File: config.mk
export PLATFORM = sky130hd
export DESIGN_NAME = mrw_mulmod
export DESIGN_NICKNAME = d
export VERILOG_FILES = /design/src/hdl/mrw_pkg.sv /design/src/hdl/mrw_mulmod.sv
export SDC_FILE = /design/constraint.sdc
export NUM_CORES = 1
export LEC_CHECK = 0
export BUFFER_PORTS_ARGS = -buffer_cell sky130_fd_sc_hd__buf_2
export CAP_MARGIN = 20
export CELL_PAD_IN_SITES_DETAIL_PLACEMENT = 1
export CELL_PAD_IN_SITES_GLOBAL_PLACEMENT = 1
export CORE_MARGIN = 4
export CORE_UTILIZATION = 47
export CTS_BUF_LIST = sky130_fd_sc_hd__clkbuf_8
export CTS_CLUSTER_SIZE = 8
export DETAILED_ROUTE_END_ITERATION = 10
export GPL_TIMING_DRIVEN = 0
export PLACE_DENSITY = 0.83
export SKIP_LAST_GASP = 1
export SLEW_MARGIN = 20
export SYNTH_ARGS = -nofsm -noshare
export SYNTH_HDL_FRONTEND = slang
export SYNTH_SLANG_ARGS = --single-unit
File: constraint.sdc
create_clock -name clk -period 6.16 [get_ports clk]
set_clock_uncertainty 0.05 [all_clocks]
set_input_delay 0.616 -clock clk [delete_from_list [all_inputs] [get_ports clk]]
set_output_delay 0.616 -clock clk [all_outputs]
set_load 0.01 [all_outputs]
File: src/hdl/mrw_pkg.sv
package mrw_pkg;

  // Datapath word width
  localparam int WORD_BITS = 32;
  localparam int CNT_W     = $clog2(WORD_BITS);

  // Verdict codes
  localparam logic [1:0] VERDICT_COMPOSITE = 2'd0;
  localparam logic [1:0] VERDICT_PRIME     = 2'd1;
  localparam logic [1:0] VERDICT_LIKELY    = 2'd2;
  localparam logic [1:0] VERDICT_BAD_BASE  = 2'd3;

  // Sequencer states
  typedef enum logic [3:0] {
    ST_IDLE,
    ST_CHECK,
    ST_DECOMP,
    ST_POW,
    ST_WAIT_R,
    ST_SQB,
    ST_WAIT_B,
    ST_EVAL,
    ST_SQX,
    ST_WAIT_X
  } mrw_state_t;

  // Modular multiplier step phase
  typedef enum logic {
    PH_DBL,
    PH_ADD
  } mrw_phase_t;

  // Request to the modular multiplier
  typedef struct packed {
    logic                 start;
    logic [WORD_BITS-1:0] op_a;
    logic [WORD_BITS-1:0] op_b;
    logic [WORD_BITS-1:0] modulus;
  } mrw_mul_req_t;

  // Response from the modular multiplier
  typedef struct packed {
    logic                 done;
    logic [WORD_BITS-1:0] product;
  } mrw_mul_rsp_t;

endpackage

File: src/hdl/mrw_mulmod.sv
// Shift-and-add modular multiplier: one modular add per cycle.
// Each bit of op_b costs a doubling step, plus an add step when the bit is set.
module mrw_mulmod (
  input  logic                 clk,
  input  logic                 rst_n,
  input  mrw_pkg::mrw_mul_req_t req,
  output mrw_pkg::mrw_mul_rsp_t rsp
);

  localparam int WB = mrw_pkg::WORD_BITS;
  localparam int CW = mrw_pkg::CNT_W;

  logic                busy_r;
  logic                done_r;
  mrw_pkg::mrw_phase_t phase_r;
  logic [CW-1:0]       cnt_r;
  logic [WB-1:0]       acc_r;
  logic [WB-1:0]       x_r;
  logic [WB-1:0]       y_r;
  logic [WB-1:0]       m_r;

  logic [WB-1:0] opnd;
  logic [WB:0]   sum;
  logic [WB:0]   red;
  logic [WB-1:0] step_res;
  logic          last_bit;
  logic          go_add;

  // Shared modular adder: acc + (acc or x), one subtract of m at most
  always_comb begin
    opnd     = (phase_r == mrw_pkg::PH_ADD) ? x_r : acc_r;
    sum      = {1'b0, acc_r} + {1'b0, opnd};
    red      = sum - {1'b0, m_r};
    step_res = (sum >= {1'b0, m_r}) ? red[WB-1:0] : sum[WB-1:0];
    go_add   = (phase_r == mrw_pkg::PH_DBL) && y_r[WB-1];
    last_bit = (cnt_r == '0);
  end

  // Control
  always_ff @(posedge clk) begin
    if (!rst_n) begin
      busy_r  <= 1'b0;
      done_r  <= 1'b0;
      phase_r <= mrw_pkg::PH_DBL;
      cnt_r   <= '0;
    end else begin
      if (req.start) begin
        busy_r  <= 1'b1;
        done_r  <= 1'b0;
        phase_r <= mrw_pkg::PH_DBL;
        cnt_r   <= CW'(WB - 1);
      end else if (busy_r) begin
        if (go_add) begin
          phase_r <= mrw_pkg::PH_ADD;
          done_r  <= 1'b0;
        end else begin
          phase_r <= mrw_pkg::PH_DBL;
          if (last_bit) begin
            busy_r <= 1'b0;
            done_r <= 1'b1;
          end else begin
            cnt_r  <= cnt_r - CW'(1);
            done_r <= 1'b0;
          end
        end
      end else begin
        done_r <= 1'b0;
      end
    end
  end

  // Operands and accumulator
  always_ff @(posedge clk) begin
    if (req.start) begin
      acc_r <= '0;
      x_r   <= req.op_a;
      y_r   <= req.op_b;
      m_r   <= req.modulus;
    end else if (busy_r) begin
      acc_r <= step_res;
      if (!go_add && !last_bit) begin
        y_r <= {y_r[WB-2:0], 1'b0};
      end
    end
  end

  assign rsp.done    = done_r;
  assign rsp.product = acc_r;

endmodule

# Yosys cells after proc, flatten, opt, wreduce, memory -nomap -nowiden
# Index checks and enable logic that the tools add are counted.
[op_classes]
n_addsub = 3
multipliers = 0
div = 0
order_cmp = 1
n_eq_ne = 2
shifts = 0
muxes = 15
bitwise_logic = 3
n_reduce_logical = 11
[ops]
columns = ["operator", "count"]
rows = [
  ["$mux W32", 5],
  ["$add A32 B32 Y33", 1],
  ["$ge A33 B32 Y1", 1],
  ["$sub A32 B32 Y32", 1],
  ["$mux W5", 4],
  ["$mux W1", 6],
  ["$logic_not A5 Y1", 1],
  ["$sub A5 B1 Y5 const B", 1],
  ["$ne A2 B2 Y1 const B", 2],
  ["$reduce_bool A2 Y1", 2],
  ["$reduce_or A4 Y1", 1],
  ["$not A1 Y1", 3],
  ["$reduce_and A3 Y1", 1],
  ["$logic_and A1 B1 Y1", 2],
  ["$logic_not A1 Y1", 2],
  ["$reduce_and A2 Y1", 1],
  ["$reduce_or A2 Y1", 1],
]
[word_totals]
register_bits = 136
latchBits = 0
ram_bits = 0
mem_bits_ro = 0
in_bits = 99
output_inout_bits = 33
wordCells = 43
mem_count = 0

# Depth between registers and ports, before layout
# Gate-level depths: netlist of run 1.
[logic_depth]
ltp_word = 7
depth_mapped = 25
mapped_depth_nobuf = 22

# Least setup slack after synthesis of run 1
# OpenSTA, ideal clock, no wires.
[synth_path]
kind = "flip-flop to flip-flop"
from = "reg phase_r"
to = "reg acc_r[12]"
setup_time_ps = 86
t_arrival_ps = 5222
required_ps = 6024
path_slack_ps = 802
path_stages_with_launch = 23
n_path_buf = 4
period_less_slack_ps = 5358
path_cell_list = "dfxtp_1 clkbuf_1 clkbuf_1 mux2_2 ha_1 a21oi_1 o21ai_0 or4_1 a31o_2 a221oi_2 o21ai_0 xor2_1 ha_1 a21o_2 a211o_1 a41oi_1 o221ai_1 a31oi_1 o211ai_2 buf_6 buf_8 mux2i_1 a211oi_1"
[synth_via]
elab_chain_cells = 4
elab_cells_between_ends = 5
cone_classes = "add/sub: 2; order compare: 1; mux: 2"
[synth_lines]
columns = ["element", "line_no", "source"]
rows = [
  ["start: declaration", "mrw_mulmod.sv:15", "mrw_pkg::mrw_phase_t phase_r;"],
  ["start signal: assignment", "mrw_mulmod.sv:44", "phase_r <= mrw_pkg::PH_DBL;"],
  ["start signal: assignment", "mrw_mulmod.sv:50", "phase_r <= mrw_pkg::PH_DBL;"],
  ["start signal: assignment", "mrw_mulmod.sv:54", "phase_r <= mrw_pkg::PH_ADD;"],
  ["$mux W32 (*)", "mrw_mulmod.sv:31", "opnd = (phase_r == mrw_pkg::PH_ADD) ? x_r : acc_r;"],
  ["$add A32 B32 Y33 (*)", "mrw_mulmod.sv:32", "sum = {1'b0, acc_r} + {1'b0, opnd};"],
  ["$sub A32 B32 Y32 or $ge A33 B32 Y1 (tied branches)", "mrw_mulmod.sv:33, mrw_mulmod.sv:34", ""],
  ["$mux W32 (*)", "mrw_mulmod.sv:34", "step_res = (sum >= {1'b0, m_r}) ? red[WB-1:0] : sum[WB-1:0];"],
  ["end signal: assignment", "mrw_mulmod.sv:80", "acc_r <= step_res;"],
  ["end: declaration", "mrw_mulmod.sv:17", "logic [WB-1:0] acc_r;"],
]
# Mark *: on every way between the ends. The rest lies on a longest branch, timed or not.
# A chain may end at the register's enable or synchronous reset.

# Worst setup path after layout of run 1
[layout_path]
from = "reg phase_r"
to = "reg acc_r[4]"
# The elaborated chain is that of the path after synthesis.

==> metrics.txt, run 1 <==
CP Class=reg -> reg; MaxCap Viol Count=0; PwrDens=between 400 and 500 nW/µm²; total global routing track utilization=23.4%; H-tree lvl count=4; Setup crit start kind=register; largest net degree at the start of global routing=42; first-pass GRT wire length=about 41,000 µm; met3 WL=1030 µm; Cells after DPL=1,270; RSZ-0062 raised after global routing=false; root buf cell=clkbuf_8; Crit Path Max Fanout=10; boundary pin count=roughly 130; Post-Layout Cell Count=1,302; PortBufs=130; clock sinks=136; Synth top area share=31.6%; asr flop ratio synth=0%; Antenna Diode Count=0; P_leak=4.72 nW; Die X=147 µm; Worst slew margin=54.2%; pins over their slew limit=0; HP Class=in -> reg; top post-synthesis cells by area=edfxtp_1 32%, ha_1 9.0%, dfxtp_1 8.8%; Avg Cell Area, Syn=10.4 µm²; CP Data Arrival Time=around 6.1 ns; Worst VDD drop=between 0.2 and 0.25 mV; Post-Syn Instances=878; starting density of the core=between 40% and 50%; Routability Congestion=~0.86; total wire length=25,300 µm; Post-Syn Area=9130 µm²; Final ANT Viol Nets=0; clock slew at reported path FFs=around 0.10 ns; Post-synth EDFFs=96; Peak Freq=172 MHz; antenna violations before repair=0; crit share post-route=94.1%; vias in the first global route=7,875; synth-to-layout area growth=16.2%; Detail Placement HPWL=19,200 µm; total global routing overflow=0; Final Hold Slack=0.268 ns; Core Box Area=18,900 µm²; vias per cell=5.65; synth unique cells=75; total power=4.51 mW; CTS max path bufs=2; Std-Cell Rows=50; Net Count, Synth=1,045; crit end category=register; layout cells sized above 1=25.7%; DR vias=7,359; main flop type after synthesis=edfxtp_1; CP required=between 6 and 7 ns; DR top layer=met4; register area=3680 µm²; warnings from Yosys=0; post-synthesis register bit count=roughly 140; met2 routed WL=12,700 µm; hold buffers post-CTS=0; Least-Margin Pin Slew=0.687 ns; fin crit period=5.80 ns; status=finished, final reports clean; commonest non-fill, non-tap cell in the layout=buf_2; met1 WL=11,300 µm; most frequent cells in the layout=130 x buf_2, 96 x edfxtp_1, 66 x ha_1, 61 x mux2_2, 58 x a21oi_1; Final nets=1,196; drt wl/cell=19.5 µm; area leader, netlist=edfxtp_1; Filler cells=2,184; DRC=0; Hold Fails Final Rpt=0; Die ar.=between 20,000 and 25,000 µm²; Setup Viol. Count Final=0; drt pass-1 iters=5; area of the multi-input gates=5060 µm²; CTS tree=built; CTS Buf Count=17; initial drt markers=~320; post-synthesis sequential area ratio=40.3%; Clk Latency, worst-skew pair=0.47 ns; chip height=147 µm
-- Yosys cell counts, types with 4 or more instances --
cell,count
mux2i_1,28
inv_1,52
nand2b_1,9
a211o_1,7
clkbuf_1,22
a31oi_1,8
a211oi_1,31
nor2b_1,5
and3_1,4
o21ai_0,35
nor2_1,54
a21oi_1,60
xor2_1,30
ha_1,66
and2_1,9
nor3b_1,6
dfxtp_1,40
mux2_2,61
nand2_1,44
nor3_1,14
xnor2_1,30
a21o_1,30
o21a_1,17
o21bai_1,7
nand3b_1,4
o211ai_1,7
nand4_1,10
edfxtp_1,96
nand3_1,15
-- power breakdown --
part	total (mW)	switching, mW	internal (mW)
registers	1.17	0.0727	1.10
logic	2.58	1.47	1.10
clock network	0.762	0.427	0.335
total	4.51	1.97	2.53
-- flip-flops by register name, indices dropped and copies added, names as in the netlist --
register	count
acc_r	32
busy_r	1
cnt_r	5
done_r	1
m_r	32
phase_r	1
x_r	32
y_r	32
-- metal layers --
metal / global-route usage, % / up-vias
met3: 3.95 / 18
li1: - / 3578
met1: 30.1 / 3603
met2: 41.4 / 160
met4: 5.55 / 0
met5: 0 / -
-- critical path: stages (launching register included) --
cell and delay (ns):
dfxtp_1 0.34, buf_4 0.20, buf_6 0.18, mux2_2 0.35
ha_1 0.38, a21oi_4 0.23, o21ai_0 0.14, or4_1 0.43
a31o_2 0.28, a221oi_4 0.32, o21ai_0 0.15, xor2_1 0.25
ha_1 0.33, a21o_2 0.22, a211o_1 0.30, a41oi_1 0.18
o221ai_1 0.20, a31oi_1 0.23, o211ai_2 0.14, buf_6 0.19
buf_8 0.16, mux2i_1 0.14, a211oi_1 0.27
-- what timing repair did --
action	CTS	global route
gates resized for setup	7	15
buffers inserted	0	0
endpoints found under the setup margin	32	32
pin swaps	0	1
-- path summary, 6_finish.rpt --
path                          startpoint                endpoint  slack (ns)  cells past startpoint
hold reg to reg   acc_r[21]$_SDFFE_PP0P_  acc_r[21]$_SDFFE_PP0P_        0.47                      2
hold / removal                   req[31]       m_r[31]$_DFFE_PP_        0.27                      1
setup / recovery    phase_r$_SDFFE_PP0P_   acc_r[4]$_SDFFE_PP0P_        0.36                     22
setup reg to reg    phase_r$_SDFFE_PP0P_   acc_r[4]$_SDFFE_PP0P_        0.36                     22
-- through the flow --
| step | TNS, ns | utilization [%] | area [µm²] | setup slack (ns) |
|---|---|---|---|---|
| 2_1_floorplan | 0 | - | 9130 | 0.802 |
| 3_3_place_gp | -13.11 | 53.5 | 10100 | -0.519 |
| 3_5_place_dp | -13.86 | 53.8 | 10200 | -0.533 |
| 4_1_cts | 0 | 55.9 | 10600 | 0.0511 |
| 5_1_grt | 0 | 56.2 | 10600 | 0.00264 |
| 6_report | 0 | 56.2 | 10600 | 0.362 |
-- logic make-up (layout without fill, tap and decap cells) --
logic type	after synthesis	after routing	share of synthesized area, %
buf+inv	89	253	4.81
simple gates	190	190	10.3
xor+xnor	60	60	5.76
flops	136	136	40.3
compound gates	246	246	18.7
fa+ha+maj	68	68	9.48
mux	89	89	10.6
-- final cells by class --
cell class | count | area share [%]
Multi-Input combinational cell | 653 | 47.7
Sequential cell | 136 | 34.7
Timing Repair Buffer | 132 | 6.60
Tap cell | 260 | 3.07
Buffer | 37 | 2.43
Clock buffer | 17 | 2.20
Inverter | 52 | 1.84
Clock inverter | 15 | 1.46
No activity file was read; power rests on OpenSTA's default activity.
==> run 2, diff against run 1 <==
--- a/config.mk
+++ b/config.mk
@@ -5,12 +5,13 @@
 export SDC_FILE = /design/constraint.sdc
 export NUM_CORES = 1
 export LEC_CHECK = 0
+export ABC_AREA = 1
 export BUFFER_PORTS_ARGS = -buffer_cell sky130_fd_sc_hd__buf_2
 export CAP_MARGIN = 20
 export CELL_PAD_IN_SITES_DETAIL_PLACEMENT = 1
 export CELL_PAD_IN_SITES_GLOBAL_PLACEMENT = 1
 export CORE_MARGIN = 4
-export CORE_UTILIZATION = 47
+export CORE_UTILIZATION = 43
 export CTS_BUF_LIST = sky130_fd_sc_hd__clkbuf_8
 export CTS_CLUSTER_SIZE = 8
 export DETAILED_ROUTE_END_ITERATION = 10
==> run 2 against run 1 <==
Effect of this change: critical path depth rose by 5; die area rose by 27%; non-clock buffer count fell by 3; final cell count rose by 63%; synthesized cell count rose by 86%; worst setup slack improved by 0.32 ns; combinational power rose by 54%; worst hold slack got worse by 0.0031 ns; design area rose by 16%; fmax rose by 5.8%; critical path type unchanged; largest power group unchanged; highest routed layer unchanged.
==> metrics.txt, run 2 <==
Core Box Area=approximately 24,000 µm²; Std-Cell Rows=57; vias in the first global route=11,206; PortBufs=131; total wire length=35,600 µm; crit path from=phase_r$_SDFFE_PP0P_; Worst slew margin=51.8%; cts repair resizes=0; setup bufs post-CTS=0; Routability Congestion=around 0.93; most frequent cells in the layout=689 x nand2_1, 277 x inv_1, 134 x buf_2, 108 x nand3_1, 96 x edfxtp_1; Final ANT Viol Nets=0; Post-synth top cells=689 x nand2_1, 278 x inv_1, 108 x nand3_1; Hold Fails Final Rpt=0; crit end category=register; R2R Path Start=phase_r$_SDFFE_PP0P_; Crit Path Max Fanout=10; first-pass GRT wire length=57,100 µm; layout cells sized above 1=between 10% and 20%; hold buffers post-CTS=0; Setup TNS Final=0 ns; CP Data Arrival Time=5.81 ns; root buf cell=clkbuf_8; drt wl/cell=approximately 17 µm; Post-Syn Area=10,800 µm²; vias per cell=5.01; pins over their slew limit=0; MaxCap Viol Count=0; P_leak=between 6 and 7 nW; starting density of the core=44.1%; asr flop ratio synth=0%; CTS max path bufs=2; top post-synthesis cells by area=edfxtp_1 27%, nand2_1 24%, inv_1 9.7%; drt pass-1 iters=5; area leader, netlist=edfxtp_1; Synth top area share=26.7%; Finished Cell Area=~12,000 µm²; Setup crit start kind=register; CP Class=reg -> reg; HP Class=in -> reg; Worst VDD drop=approximately 0.21 mV; clock slew at reported path FFs=0.11 ns; H-tree lvl count=4; Final nets=roughly 2,000; PwrDens=496 nW/µm²; Peak Freq=approximately 180 MHz; Antenna Diode Count=0; RSZ-0062 raised after global routing=false; clock sinks=136; initial drt markers=575; synth-to-layout area growth=13.8%; Avg Cell Area, Syn=6.60 µm²; crit share post-route=89.0%; Least-Margin Pin Slew=around 0.72 ns; total global routing overflow=0; largest net degree at the start of global routing=48; CTS Buf Count=17; warnings from Yosys=0; Clk Latency, worst-skew pair=0.47 ns; Die ar.=27,700 µm²; commonest non-fill, non-tap cell in the layout=nand2_1; synth unique cells=39; most frequent cell after synthesis=nand2_1; Worst Hold Launch=req[18]; post-synthesis register bit count=136; Die X=about 170 µm; DRC=0; Detail Placement HPWL=29,500 µm; DP Area=~12,000 µm²; fin crit period=between 5 and 6 ns; antenna violations before repair=0; Post-Syn Instances=1,633; Net Count, Synth=1,800; main flop type after synthesis=edfxtp_1; Final Hold Slack=0.265 ns; post-synthesis sequential area ratio=between 30% and 40%; total global routing track utilization=25.7%; DR vias=10,624; status=finished, final reports clean; Post-synth EDFFs=between 90 and 100; chip height=166 µm; Setup Viol. Count Final=0; boundary pin count=132; CP required=6.49 ns; CTS tree=built
[run 2: changes by cell type in the layout (fill, tap and decap cells not counted), sizes merged, moves of 16 or more]
cell	delta
o21ai	-28
inv	+243
nor2	+32
o21a	-17
nand2	+664
a21o	-32
a211oi	-31
nand3	+105
mux2	-61
mux2i	-28
xor2	-16
a21oi	+20
[run 2: stage by stage]
step	power, mW	util [%]	cells	setup slack [ns]
4_1_cts	6.08	50.2	2121	0.735
3_3_place_gp	5.09	48.4	2088	0.890
3_5_place_dp	5.24	48.5	2089	0.765
6_report	6.08	50.2	2121	0.679
5_1_grt	6.65	50.2	2121	0.299
2_1_floorplan	4.07	-	1633	2.40
[run 2: critical path, stage by stage, from the launching register on]
cell      delay, ns
dfxtp_1        0.31
clkbuf_1       0.35
clkinv_1       0.44
clkbuf_1       0.36
nand2_1        0.12
nand2_1        0.08
ha_1           0.34
nand2_1        0.11
inv_1          0.11
nand2_1        0.09
nor3_1         0.19
nand2_1        0.08
nand2_1        0.21
xor2_1         0.42
inv_1          0.10
ha_1           0.39
nand2_1        0.25
inv_1          0.07
a21oi_1        0.25
and2_1         0.16
nand2_1        0.17
nand2_1        0.19
nand3_1        0.09
nand2_1        0.08
inv_1          0.04
nand2_1        0.07
nand3_1        0.12
a21oi_2        0.16
[run 2: cell type report]
class,count,area [µm²]
Buffer,34,204
Fill cell,3388,12200
Clock inverter,15,173
Tap cell,324,405
Multi-Input combinational cell,1168,5780
Sequential cell,136,3680
Clock buffer,17,234
Inverter,295,1110
Timing Repair Buffer,132,678
[run 2: where the power goes]
| part | internal [mW] | switching [mW] |
|---|---|---|
| Sequential | 1.13 | 0.157 |
| Combinational | 1.38 | 2.60 |
| Clock | 0.345 | 0.467 |
[run 2: cells by family after synthesis]
kind of cell / count (synthesis) / synth area share [%]
AO/OA/AOI/OAI: 102 / 5.24
adder cells (fa/ha/maj): 68 / 8.03
AND/OR/NAND/NOR: 967 / 37.9
flip-flops: 136 / 34.2
buffers and inverters: 329 / 12.2
XOR/XNOR: 31 / 2.52
[run 2: worst paths after layout]
path                                  to  slack (ns)  depth (start not counted)
setup / recovery  acc_r[30]$_SDFFE_PP0P_        0.68                         27
hold reg to reg    cnt_r[1]$_SDFFE_PN0P_        0.45                          2
setup reg to reg  acc_r[30]$_SDFFE_PP0P_        0.68                         27
hold / removal         m_r[18]$_DFFE_PP_        0.26                          1
[run 2: layer usage]
layer	global-route usage, %	routed length, µm	vias to the layer above	part of all wire [%]
li1	-	-	5378	-
met1	32.9	16000	5008	45
met2	45.6	17500	183	49
met3	3.26	1230	55	3.5
met4	7.19	887	0	2.5
met5	0	0	-	0
